<file path="config.mk">
export PLATFORM = sky130hd
export DESIGN_NAME = two_level_rr_fcfs_scheduler
export DESIGN_NICKNAME = d
export VERILOG_FILES = /design/src/rtl/rrfcfs_pkg.sv /design/src/rtl/rrfcfs_ctrl.sv /design/src/rtl/rrfcfs_dpath.sv /design/src/rtl/two_level_rr_fcfs_scheduler.sv
export SDC_FILE = /design/constraint.sdc
export NUM_CORES = 2
export LEC_CHECK = 0
export ABC_AREA = 1
export BUFFER_PORTS_ARGS = -buffer_cell sky130_fd_sc_hd__buf_2
export CAP_MARGIN = 0
export CORE_ASPECT_RATIO = 1.2
export CORE_MARGIN = 1
export CORE_UTILIZATION = 60
export DETAILED_ROUTE_END_ITERATION = 7
export PLACE_DENSITY = 0.76
export SYNTH_ARGS = -nofsm -noshare
export SYNTH_HDL_FRONTEND = slang
export SYNTH_SLANG_ARGS = --single-unit
</file>
<file path="constraint.sdc">
create_clock -name i_clk -period 16.5 [get_ports i_clk]
set_clock_uncertainty 0.1 [all_clocks]
set_input_delay 0.825 -clock i_clk [delete_from_list [all_inputs] [get_ports i_clk]]
set_output_delay 0.825 -clock i_clk [all_outputs]
set_load 0.02 [all_outputs]
</file>
<file path="src/rtl/rrfcfs_pkg.sv">
// Shared types, codes and constants of the two-level round-robin / FCFS scheduler.
// Used by rrfcfs_ctrl, rrfcfs_dpath and two_level_rr_fcfs_scheduler; no dependencies.
`default_nettype none
package rrfcfs_pkg;

    localparam int PROCESS_SLOTS_DEF = 32;
    localparam logic [7:0] QUANTUM_RESET = 8'd4;
    localparam logic [31:0] CLOCK_MAX = 32'hFFFF_FFFF;

    localparam logic [1:0] OP_ARRIVAL = 2'd0;
    localparam logic [1:0] OP_TICK    = 2'd1;
    localparam logic [1:0] OP_DRAIN   = 2'd2;

    localparam logic STATUS_DONE = 1'b0;
    localparam logic STATUS_DROP = 1'b1;
    localparam logic LEVEL_RR    = 1'b0;
    localparam logic LEVEL_FCFS  = 1'b1;

    typedef struct packed {
        logic [1:0]  operation;
        logic [15:0] req_id;
        logic [15:0] req_burst;
    } t_in_item;

    typedef struct packed {
        logic        status;
        logic [15:0] job_id;
        logic        queue_level;
        logic [15:0] burst_time;
        logic [31:0] finish_time;
        logic        last;
    } t_out_item;

    typedef struct packed {
        logic [15:0] id;
        logic [15:0] burst;
        logic [15:0] remain;
    } t_job;

    // Commands from the controller to the datapath.
    typedef struct packed {
        logic arrive;
        logic drop;
        logic slice;
        logic to_pend;
        logic fcfs_run;
        logic flush;
    } t_cmd;

    // Status from the datapath to the controller.
    typedef struct packed {
        logic rr_empty;
        logic fcfs_empty;
        logic full;
        logic out_free;
    } t_status;

endpackage
`default_nettype wire

</file>
<file path="src/rtl/rrfcfs_ctrl.sv">
// Sequencer of the scheduler: decodes each request and steps through slices and drains.
// Depends on rrfcfs_pkg; drives the datapath only through t_cmd and reads t_status.
`default_nettype none
module rrfcfs_ctrl (
    input  wire logic                 i_clk,
    input  wire logic                 i_rst_n,
    input  wire logic                 i_in_valid,
    input  wire logic [1:0]           i_operation,
    output logic                      o_in_stall,
    input  wire rrfcfs_pkg::t_status  i_status,
    output rrfcfs_pkg::t_cmd          o_cmd
);
    import rrfcfs_pkg::*;

    localparam logic [2:0] S_IDLE    = 3'd0;
    localparam logic [2:0] S_READ    = 3'd1;
    localparam logic [2:0] S_EXEC_RR = 3'd2;
    localparam logic [2:0] S_EXEC_FC = 3'd3;
    localparam logic [2:0] S_FLUSH   = 3'd4;

    logic [2:0] r_state, n_state;
    logic       r_drain, n_drain;
    logic       accept;

    assign o_in_stall = !((r_state == S_IDLE) && i_status.out_free);
    assign accept     = i_in_valid && !o_in_stall;

    always_comb begin
        n_state = r_state;
        n_drain = r_drain;
        o_cmd   = '0;
        case (r_state)
            S_IDLE: begin
                if (accept) begin
                    case (i_operation)
                        OP_ARRIVAL: begin
                            if (i_status.full) begin
                                o_cmd.drop = 1'b1;
                            end else begin
                                o_cmd.arrive = 1'b1;
                            end
                        end
                        OP_TICK: begin
                            n_drain = 1'b0;
                            n_state = S_READ;
                        end
                        OP_DRAIN: begin
                            n_drain = 1'b1;
                            n_state = S_READ;
                        end
                        default: begin
                        end
                    endcase
                end
            end
            // The ring heads are read every cycle; this state lets the read data settle.
            S_READ: begin
                if (!i_status.rr_empty) begin
                    n_state = S_EXEC_RR;
                end else if (r_drain && !i_status.fcfs_empty) begin
                    n_state = S_EXEC_FC;
                end else if (r_drain) begin
                    n_state = S_FLUSH;
                end else begin
                    n_state = S_IDLE;
                end
            end
            S_EXEC_RR: begin
                if (i_status.out_free) begin
                    o_cmd.slice   = 1'b1;
                    o_cmd.to_pend = r_drain;
                    n_state       = r_drain ? S_READ : S_IDLE;
                end
            end
            S_EXEC_FC: begin
                if (i_status.out_free) begin
                    o_cmd.fcfs_run = 1'b1;
                    n_state        = S_READ;
                end
            end
            S_FLUSH: begin
                if (i_status.out_free) begin
                    o_cmd.flush = 1'b1;
                    n_state     = S_IDLE;
                end
            end
            default: begin
                n_state = S_IDLE;
            end
        endcase
    end

    always_ff @(posedge i_clk) begin
        if (!i_rst_n) begin
            r_state <= S_IDLE;
            r_drain <= 1'b0;
        end else begin
            r_state <= n_state;
            r_drain <= n_drain;
        end
    end

endmodule
`default_nettype wire

</file>
<file path="src/rtl/rrfcfs_dpath.sv">
// Datapath of the scheduler: both job rings, heads and counts, clock, quantum and result registers.
// Depends on rrfcfs_pkg; acts on t_cmd from rrfcfs_ctrl and reports t_status.
`default_nettype none
module rrfcfs_dpath #(
    parameter int PROCESS_SLOTS = rrfcfs_pkg::PROCESS_SLOTS_DEF
) (
    input  wire logic                   i_clk,
    input  wire logic                   i_rst_n,
    input  wire logic                   i_cfg_we,
    input  wire logic [7:0]             i_cfg_wdata,
    input  wire rrfcfs_pkg::t_in_item   i_in_item,
    input  wire rrfcfs_pkg::t_cmd       i_cmd,
    output rrfcfs_pkg::t_status         o_status,
    output logic                        o_out_valid,
    input  wire logic                   i_out_stall,
    output rrfcfs_pkg::t_out_item       o_out_item
);
    import rrfcfs_pkg::*;

    localparam int IW = (PROCESS_SLOTS > 1) ? $clog2(PROCESS_SLOTS) : 1;
    localparam int CW = $clog2(PROCESS_SLOTS + 1);
    localparam logic [IW:0] SLOTS_X = (IW + 1)'(PROCESS_SLOTS);
    localparam logic [CW:0] SLOTS_C = (CW + 1)'(PROCESS_SLOTS);
    localparam logic [IW-1:0] LAST_IDX = IW'(PROCESS_SLOTS - 1);

    t_job rr_mem   [PROCESS_SLOTS];
    t_job fcfs_mem [PROCESS_SLOTS];

    t_job          r_rr_rd, r_fc_rd;
    logic [IW-1:0] r_rr_head, r_fc_head;
    logic [CW-1:0] r_rr_count, r_fc_count;
    logic [31:0]   r_clock, n_clock;
    logic [7:0]    r_quantum;
    t_out_item     r_out, n_out, r_pend, n_pend;
    logic          r_out_valid, n_out_valid, r_pend_valid, n_pend_valid;

    logic [IW-1:0] rr_tail, fc_tail;
    logic [15:0]   run, remain_left, add_val;
    logic [32:0]   clock_sum;
    logic          finished;
    t_out_item     done_item;
    t_job          new_job;

    function automatic logic [IW-1:0] wrap_add(logic [IW-1:0] head, logic [CW-1:0] cnt);
        logic [IW:0] s;
        s = (IW + 1)'(head) + (IW + 1)'(cnt);
        if (s >= SLOTS_X) begin
            s = s - SLOTS_X;
        end
        return s[IW-1:0];
    endfunction

    function automatic logic [IW-1:0] wrap_inc(logic [IW-1:0] head);
        return (head == LAST_IDX) ? '0 : head + 1'b1;
    endfunction

    assign rr_tail = wrap_add(r_rr_head, r_rr_count);
    assign fc_tail = wrap_add(r_fc_head, r_fc_count);

    assign o_status.rr_empty   = (r_rr_count == '0);
    assign o_status.fcfs_empty = (r_fc_count == '0);
    assign o_status.full       = ((CW + 1)'(r_rr_count) + (CW + 1)'(r_fc_count)) >= SLOTS_C;
    assign o_status.out_free   = !r_out_valid || !i_out_stall;

    assign o_out_valid = r_out_valid;
    assign o_out_item  = r_out;

    // A slice runs for the smaller of the remaining time and the quantum.
    assign run         = (r_rr_rd.remain <= {8'd0, r_quantum}) ? r_rr_rd.remain
                                                               : {8'd0, r_quantum};
    assign remain_left = r_rr_rd.remain - run;
    assign finished    = (remain_left == '0);
    assign add_val     = i_cmd.fcfs_run ? r_fc_rd.remain : run;
    assign clock_sum   = {1'b0, r_clock} + {17'd0, add_val};

    assign new_job.id     = r_rr_rd.id;
    assign new_job.burst  = r_rr_rd.burst;
    assign new_job.remain = remain_left;

    always_comb begin
        n_clock = r_clock;
        if (i_cmd.slice || i_cmd.fcfs_run) begin
            n_clock = clock_sum[32] ? CLOCK_MAX : clock_sum[31:0];
        end

        done_item.status      = STATUS_DONE;
        done_item.job_id      = i_cmd.fcfs_run ? r_fc_rd.id : r_rr_rd.id;
        done_item.queue_level = i_cmd.fcfs_run ? LEVEL_FCFS : LEVEL_RR;
        done_item.burst_time  = i_cmd.fcfs_run ? r_fc_rd.burst : r_rr_rd.burst;
        done_item.finish_time = n_clock;
        done_item.last        = 1'b0;

        n_out        = r_out;
        n_out_valid  = r_out_valid && i_out_stall;
        n_pend       = r_pend;
        n_pend_valid = r_pend_valid;

        if (i_cmd.drop) begin
            n_out.status      = STATUS_DROP;
            n_out.job_id      = i_in_item.req_id;
            n_out.queue_level = LEVEL_RR;
            n_out.burst_time  = i_in_item.req_burst;
            n_out.finish_time = '0;
            n_out.last        = 1'b1;
            n_out_valid       = 1'b1;
        end else if ((i_cmd.slice && finished && !i_cmd.to_pend) ) begin
            n_out       = done_item;
            n_out.last  = 1'b1;
            n_out_valid = 1'b1;
        end else if ((i_cmd.slice && finished) || i_cmd.fcfs_run) begin
            // During a drain the newest completion is held back until it is known
            // whether another one follows, so that only the final one is flagged last.
            if (r_pend_valid) begin
                n_out       = r_pend;
                n_out_valid = 1'b1;
            end
            n_pend       = done_item;
            n_pend_valid = 1'b1;
        end else if (i_cmd.flush && r_pend_valid) begin
            n_out        = r_pend;
            n_out.last   = 1'b1;
            n_out_valid  = 1'b1;
            n_pend_valid = 1'b0;
        end
    end

    always_ff @(posedge i_clk) begin
        if (i_cmd.arrive) begin
            rr_mem[rr_tail] <= '{id: i_in_item.req_id,
                                 burst: i_in_item.req_burst,
                                 remain: i_in_item.req_burst};
        end
        r_rr_rd <= rr_mem[r_rr_head];
    end

    always_ff @(posedge i_clk) begin
        if (i_cmd.slice && !finished) begin
            fcfs_mem[fc_tail] <= new_job;
        end
        r_fc_rd <= fcfs_mem[r_fc_head];
    end

    always_ff @(posedge i_clk) begin
        r_out  <= n_out;
        r_pend <= n_pend;
        if (!i_rst_n) begin
            r_rr_head    <= '0;
            r_rr_count   <= '0;
            r_fc_head    <= '0;
            r_fc_count   <= '0;
            r_clock      <= '0;
            r_quantum    <= QUANTUM_RESET;
            r_out_valid  <= 1'b0;
            r_pend_valid <= 1'b0;
        end else begin
            r_clock      <= n_clock;
            r_out_valid  <= n_out_valid;
            r_pend_valid <= n_pend_valid;
            if (i_cfg_we) begin
                r_quantum <= i_cfg_wdata;
            end
            if (i_cmd.arrive) begin
                r_rr_count <= r_rr_count + 1'b1;
            end
            if (i_cmd.slice) begin
                r_rr_head  <= wrap_inc(r_rr_head);
                r_rr_count <= r_rr_count - 1'b1;
                if (!finished) begin
                    r_fc_count <= r_fc_count + 1'b1;
                end
            end
            if (i_cmd.fcfs_run) begin
                r_fc_head  <= wrap_inc(r_fc_head);
                r_fc_count <= r_fc_count - 1'b1;
            end
        end
    end

endmodule
`default_nettype wire

</file>
<file path="src/rtl/two_level_rr_fcfs_scheduler.sv">
// Top level of the two-level round-robin / FCFS job scheduler.
// Depends on rrfcfs_pkg, rrfcfs_ctrl and rrfcfs_dpath.
//
// Requests enter on i_in_valid / o_in_stall with a t_in_item payload: an arrival,
// a quantum tick or a drain. Results leave on o_out_valid / i_out_stall with a
// t_out_item payload; the final result of a request carries last.
// The quantum register is written through i_cfg_we / i_cfg_wdata.
// A dropped arrival shows its result on the next cycle; an arrival that fits is written to the round-robin ring.
// A tick reads the round-robin head and, unless that ring is empty, runs one slice;
// a job that the slice finishes shows its result once the output register takes it.
// A drain runs every round-robin slice and then every FCFS run, each after a registered
// read of a ring head and in its own execute state, and ends in a flush state; a job
// left unfinished by its slice moves to the FCFS ring. Each result is held one job
// back so the final one can be flagged, and appears on the output register as the
// next job completes or at the end of the drain.
// A new request is taken only while the sequencer is idle and the output register
// is free or being emptied; when the receiver stalls, the block waits at its next
// execute or flush step with the result held stable and the rings and clock frozen.
// Reset (synchronous, active low) empties both rings, zeroes the clock and sets
// the quantum to 4. Ring contents are not cleared; no clearing pass is needed.
`default_nettype none
module two_level_rr_fcfs_scheduler #(
    parameter int PROCESS_SLOTS = rrfcfs_pkg::PROCESS_SLOTS_DEF
) (
    input  wire logic                   i_clk,
    input  wire logic                   i_rst_n,
    input  wire logic                   i_cfg_we,
    input  wire logic [7:0]             i_cfg_wdata,
    input  wire logic                   i_in_valid,
    output logic                        o_in_stall,
    input  wire rrfcfs_pkg::t_in_item   i_in_item,
    output logic                        o_out_valid,
    input  wire logic                   i_out_stall,
    output rrfcfs_pkg::t_out_item       o_out_item
);
    import rrfcfs_pkg::*;

    t_cmd    cmd;
    t_status status;

    rrfcfs_ctrl u_ctrl (
        .i_clk       (i_clk),
        .i_rst_n     (i_rst_n),
        .i_in_valid  (i_in_valid),
        .i_operation (i_in_item.operation),
        .o_in_stall  (o_in_stall),
        .i_status    (status),
        .o_cmd       (cmd)
    );

    rrfcfs_dpath #(
        .PROCESS_SLOTS (PROCESS_SLOTS)
    ) u_dpath (
        .i_clk       (i_clk),
        .i_rst_n     (i_rst_n),
        .i_cfg_we    (i_cfg_we),
        .i_cfg_wdata (i_cfg_wdata),
        .i_in_item   (i_in_item),
        .i_cmd       (cmd),
        .o_status    (status),
        .o_out_valid (o_out_valid),
        .i_out_stall (i_out_stall),
        .o_out_item  (o_out_item)
    );

endmodule
`default_nettype wire
</file>
==> results.tsv <==
metric	value	unit
Pleak	42.0	nW
Routed WL	321	mm
Remaining Overflow, GRT	0	
Slew Limit Headroom	13.0	%
Max Slew Vio Count	0	
period utilisation layout	49.4	%
final setup TNS	0	ns
Clk Latency, worst-skew pair	0.94	ns
Worst Hold Depth	2	
pwr dens	123	nW/um2
EDFF count, synth	2657	
Adder-Cell Fraction of Synth Area	0.790	%
crit-path most repeated cell	nand2_1	
Mapped Nets	9075	
GRT Total Usage	33.4	%
CTS tree	built	
Starting DRT DRC Count	10700	
antenna violations before repair	25	
# Post-CTS Setup Buffers	0	
Clock Path Buffers	4	
CTS sink count	2840	
# IOs	116	
Worst Hold Class	input port to flip-flop	
Synth Area in XOR/XNOR	0.279	%
Worst Path Buf+Inv	2	
die width	398	um
worst reg2reg endpoint	u_dpath.fcfs_mem[4][41]	
CP Data Arrival Time	8.59	ns
fin nets	9051	
Post-Place Worst Slack	8.62	ns
Setup Viol. Count Final	0	
clk root buf	clkbuf_16	
status	finished, final reports clean	
CP max-delay cell	dfxtp_1	
Layout area overhead	10.5	%
max incr delay on CP	1.06	ns
IO buf count	115	
Top delay family on crit path	simple AND/OR/NAND/NOR gates	
most frequent cell after synthesis	edfxtp_1	
Max Cap Viol	0	
Final GP Congestion	0.900	
Core Rows	173	
vias in the first global route	73000	
worst setup path category	flip-flop to flip-flop	
DR DRC count	0	
post-route ant nets	0	
min-delay src	i_cfg_we	
Async SR Flop Fraction	0	%
multi-input combinational cell area	26300	um2
largest family of logic cells by synthesized area	compound AO/OA/AOI/OAI gates	
ranking of synthesized cells by area	edfxtp_1 71%, o21ai_0 6.4%, nor2_1 5.0%	
Yosys cell types	47	
Ys Warns	0	
largest net degree at the start of global routing	215	
minimum clock period	8.15	ns
HPWL after detailed placement	177	mm
top_reg_cell synth	edfxtp_1	
final hold violation count	0	
RSZ-0062 raised after global routing	no	
Starting Density	60.6	%
Mapped Area	113000	um2
Reg area	83500	um2
CTS clk-pin slew, worst paths	0.06	ns
R2R setup slack	8.35	ns
final worst slack	8.35	ns
Post-Synth Simple-Gate Area	10.2	%
cts hold-fix bufs	0	
layout cells sized above 1	8.46	%
post-synthesis mux area share	0.0355	%
first-pass GRT wire length	467	mm
Reg2Reg Depth	25	
routed len/inst	27.7	um
Yosys top cell by area	edfxtp_1	
Max Fanout on Critical Path	36	
via count	76000	
hold endpoint	u_dpath.r_quantum[2]	
share of the synthesized area in the top cell type	70.8	%
sequential share of the synthesized area	74.0	%
fmax	0.123	GHz
syn_area_per_cell	12.6	um2
type of origin of the critical path	flip-flop	
CTS Buf Count	283	
Fillers	12700	
Yosys reg bits	2840	
post-synthesis compound-gate area fraction	11.6	%
Critical Path RT	16.94	ns
top cells by count, synth	2,657 x edfxtp_1, 1,490 x nor2_1, 1,432 x o21ai_0	
H-tree levels	5	
maximum vdd ir drop	0.000119	V
Synth Instances	8961	
Core Area	186000	um2
CTS resizes	0	
Die Ht	477	um
die area	190000	um2
Slew @ Worst Pin	1.30	ns
vias per inst	6.56	
CP Capture Type	flip-flop	
FF-to-FF Start	u_dpath.new_job[17]	
drt pass-1 iters	6	
## worst register-to-register path, cell delays in order, from the launching register on
cell       delay, ns
dfxtp_1         1.06
ha_1            0.40
a21oi_1         0.16
nor2_1          0.05
a211oi_1        0.23
o2111ai_1       0.14
nand2_1         0.34
nand2_1         0.09
o21ai_0         0.14
ha_1            0.20
inv_1           0.11
fa_1            0.47
nand3_1         0.12
nand3_2         0.14
nand3_2         0.14
nand4_1         0.09
nand2_1         0.95
nor2_1          0.15
nand2_1         0.16
nor2_4          0.08
nand2_1         0.06
nand2_1         0.15
nor2_1          0.29
nand3_1         0.42
nor2_4          0.92
buf_4           0.60
## cells by family after synthesis
logic type	count (synthesis)
xor gates and xnor gates	35
buffers and inverters	885
AOI/OAI and AO/OA	2279
DFF	2840
muxes	4
adders and majority gates	67
and+or+nand+nor	2851
## worst max-delay path by stage
stage,start,endpoint,slack (ns),depth (start not counted)
floorplan,u_dpath.new_job[17],u_dpath.fcfs_mem[4][0],9.16,23
global placement,u_dpath.new_job[17],u_dpath.fcfs_mem[4][15],8.63,25
detailed placement,u_dpath.new_job[17],u_dpath.fcfs_mem[4][15],8.62,25
CTS,u_dpath.new_job[17],u_dpath.fcfs_mem[4][41],8.62,25
global route,u_dpath.new_job[17],u_dpath.fcfs_mem[4][30],8.01,25
finish,u_dpath.new_job[17],u_dpath.fcfs_mem[4][41],8.35,25
## sequential cells by signal, indices dropped and copies added (netlist names), 5 cells and up
| name | cells |
|---|---|
| u_dpath.rr_mem | 1024 |
| u_dpath.fcfs_mem | 1536 |
| u_dpath.r_quantum | 8 |
| u_dpath.new_job | 32 |
| u_dpath.o_out_item | 67 |
| u_dpath.r_fc_count | 6 |
| u_dpath.r_fc_rd | 48 |
| u_dpath.r_rr_head | 5 |
| u_dpath.r_rr_count | 6 |
| u_dpath.r_pend | 65 |
| u_dpath.r_clock | 32 |
| u_dpath.r_fc_head | 5 |
## area by class of cell
| cell class | instances | area share, % |
|---|---|---|
| sequential | 2840 | 67.0 |
| multi-input combinational | 5236 | 21.2 |
| clock buffer | 371 | 6.21 |
| tap | 2450 | 2.46 |
| timing repair buffer | 277 | 1.52 |
| inverter | 299 | 0.931 |
| clock inverter | 112 | 0.676 |
| antenna | 4 | 0.00804 |
## placed cells by master (no fill, tap or decap), types with 77 or more instances in the layout
cell type	n
inv_1	280
nand2_1	911
nand3_1	266
o21ai_0	1432
nand4_1	104
dfxtp_1	171
buf_2	115
a21oi_1	77
clkbuf_16	292
o22ai_1	393
edfxtp_1	2657
nor2_1	1429
o221ai_1	248
buf_4	154
## through the flow
stage	hold slack, ns	std cells	power [mW]	area [um2]	util, %
floorplan	0.345	8961	8.93	113000	-
global placement	0.325	11100	9.39	116000	62.4
detailed placement	0.336	11100	9.42	116000	62.4
CTS	0.0890	11600	15.4	125000	67.0
global route	0.114	11600	15.7	125000	67.0
finish	0.132	11600	15.4	125000	67.0
## layer usage
| metal | wire [um] | track usage [%] | vias to the layer above | share of wire (%) |
|---|---|---|---|---|
| li1 | - | - | 32800 | - |
| met1 | 112000 | 43.0 | 37100 | 35 |
| met2 | 154000 | 53.5 | 5044 | 48 |
| met3 | 34500 | 6.22 | 1023 | 11 |
| met4 | 20000 | 19.4 | 32 | 6.2 |
| met5 | 188 | 0 | - | 0.059 |
## power breakdown
group          switching [mW]  internal, mW
Clock                    2.60          3.48
Combinational           0.823         0.203
Sequential             0.0827          8.19
Total                    3.50          11.9
No activity file was read; power rests on OpenSTA's default activity.
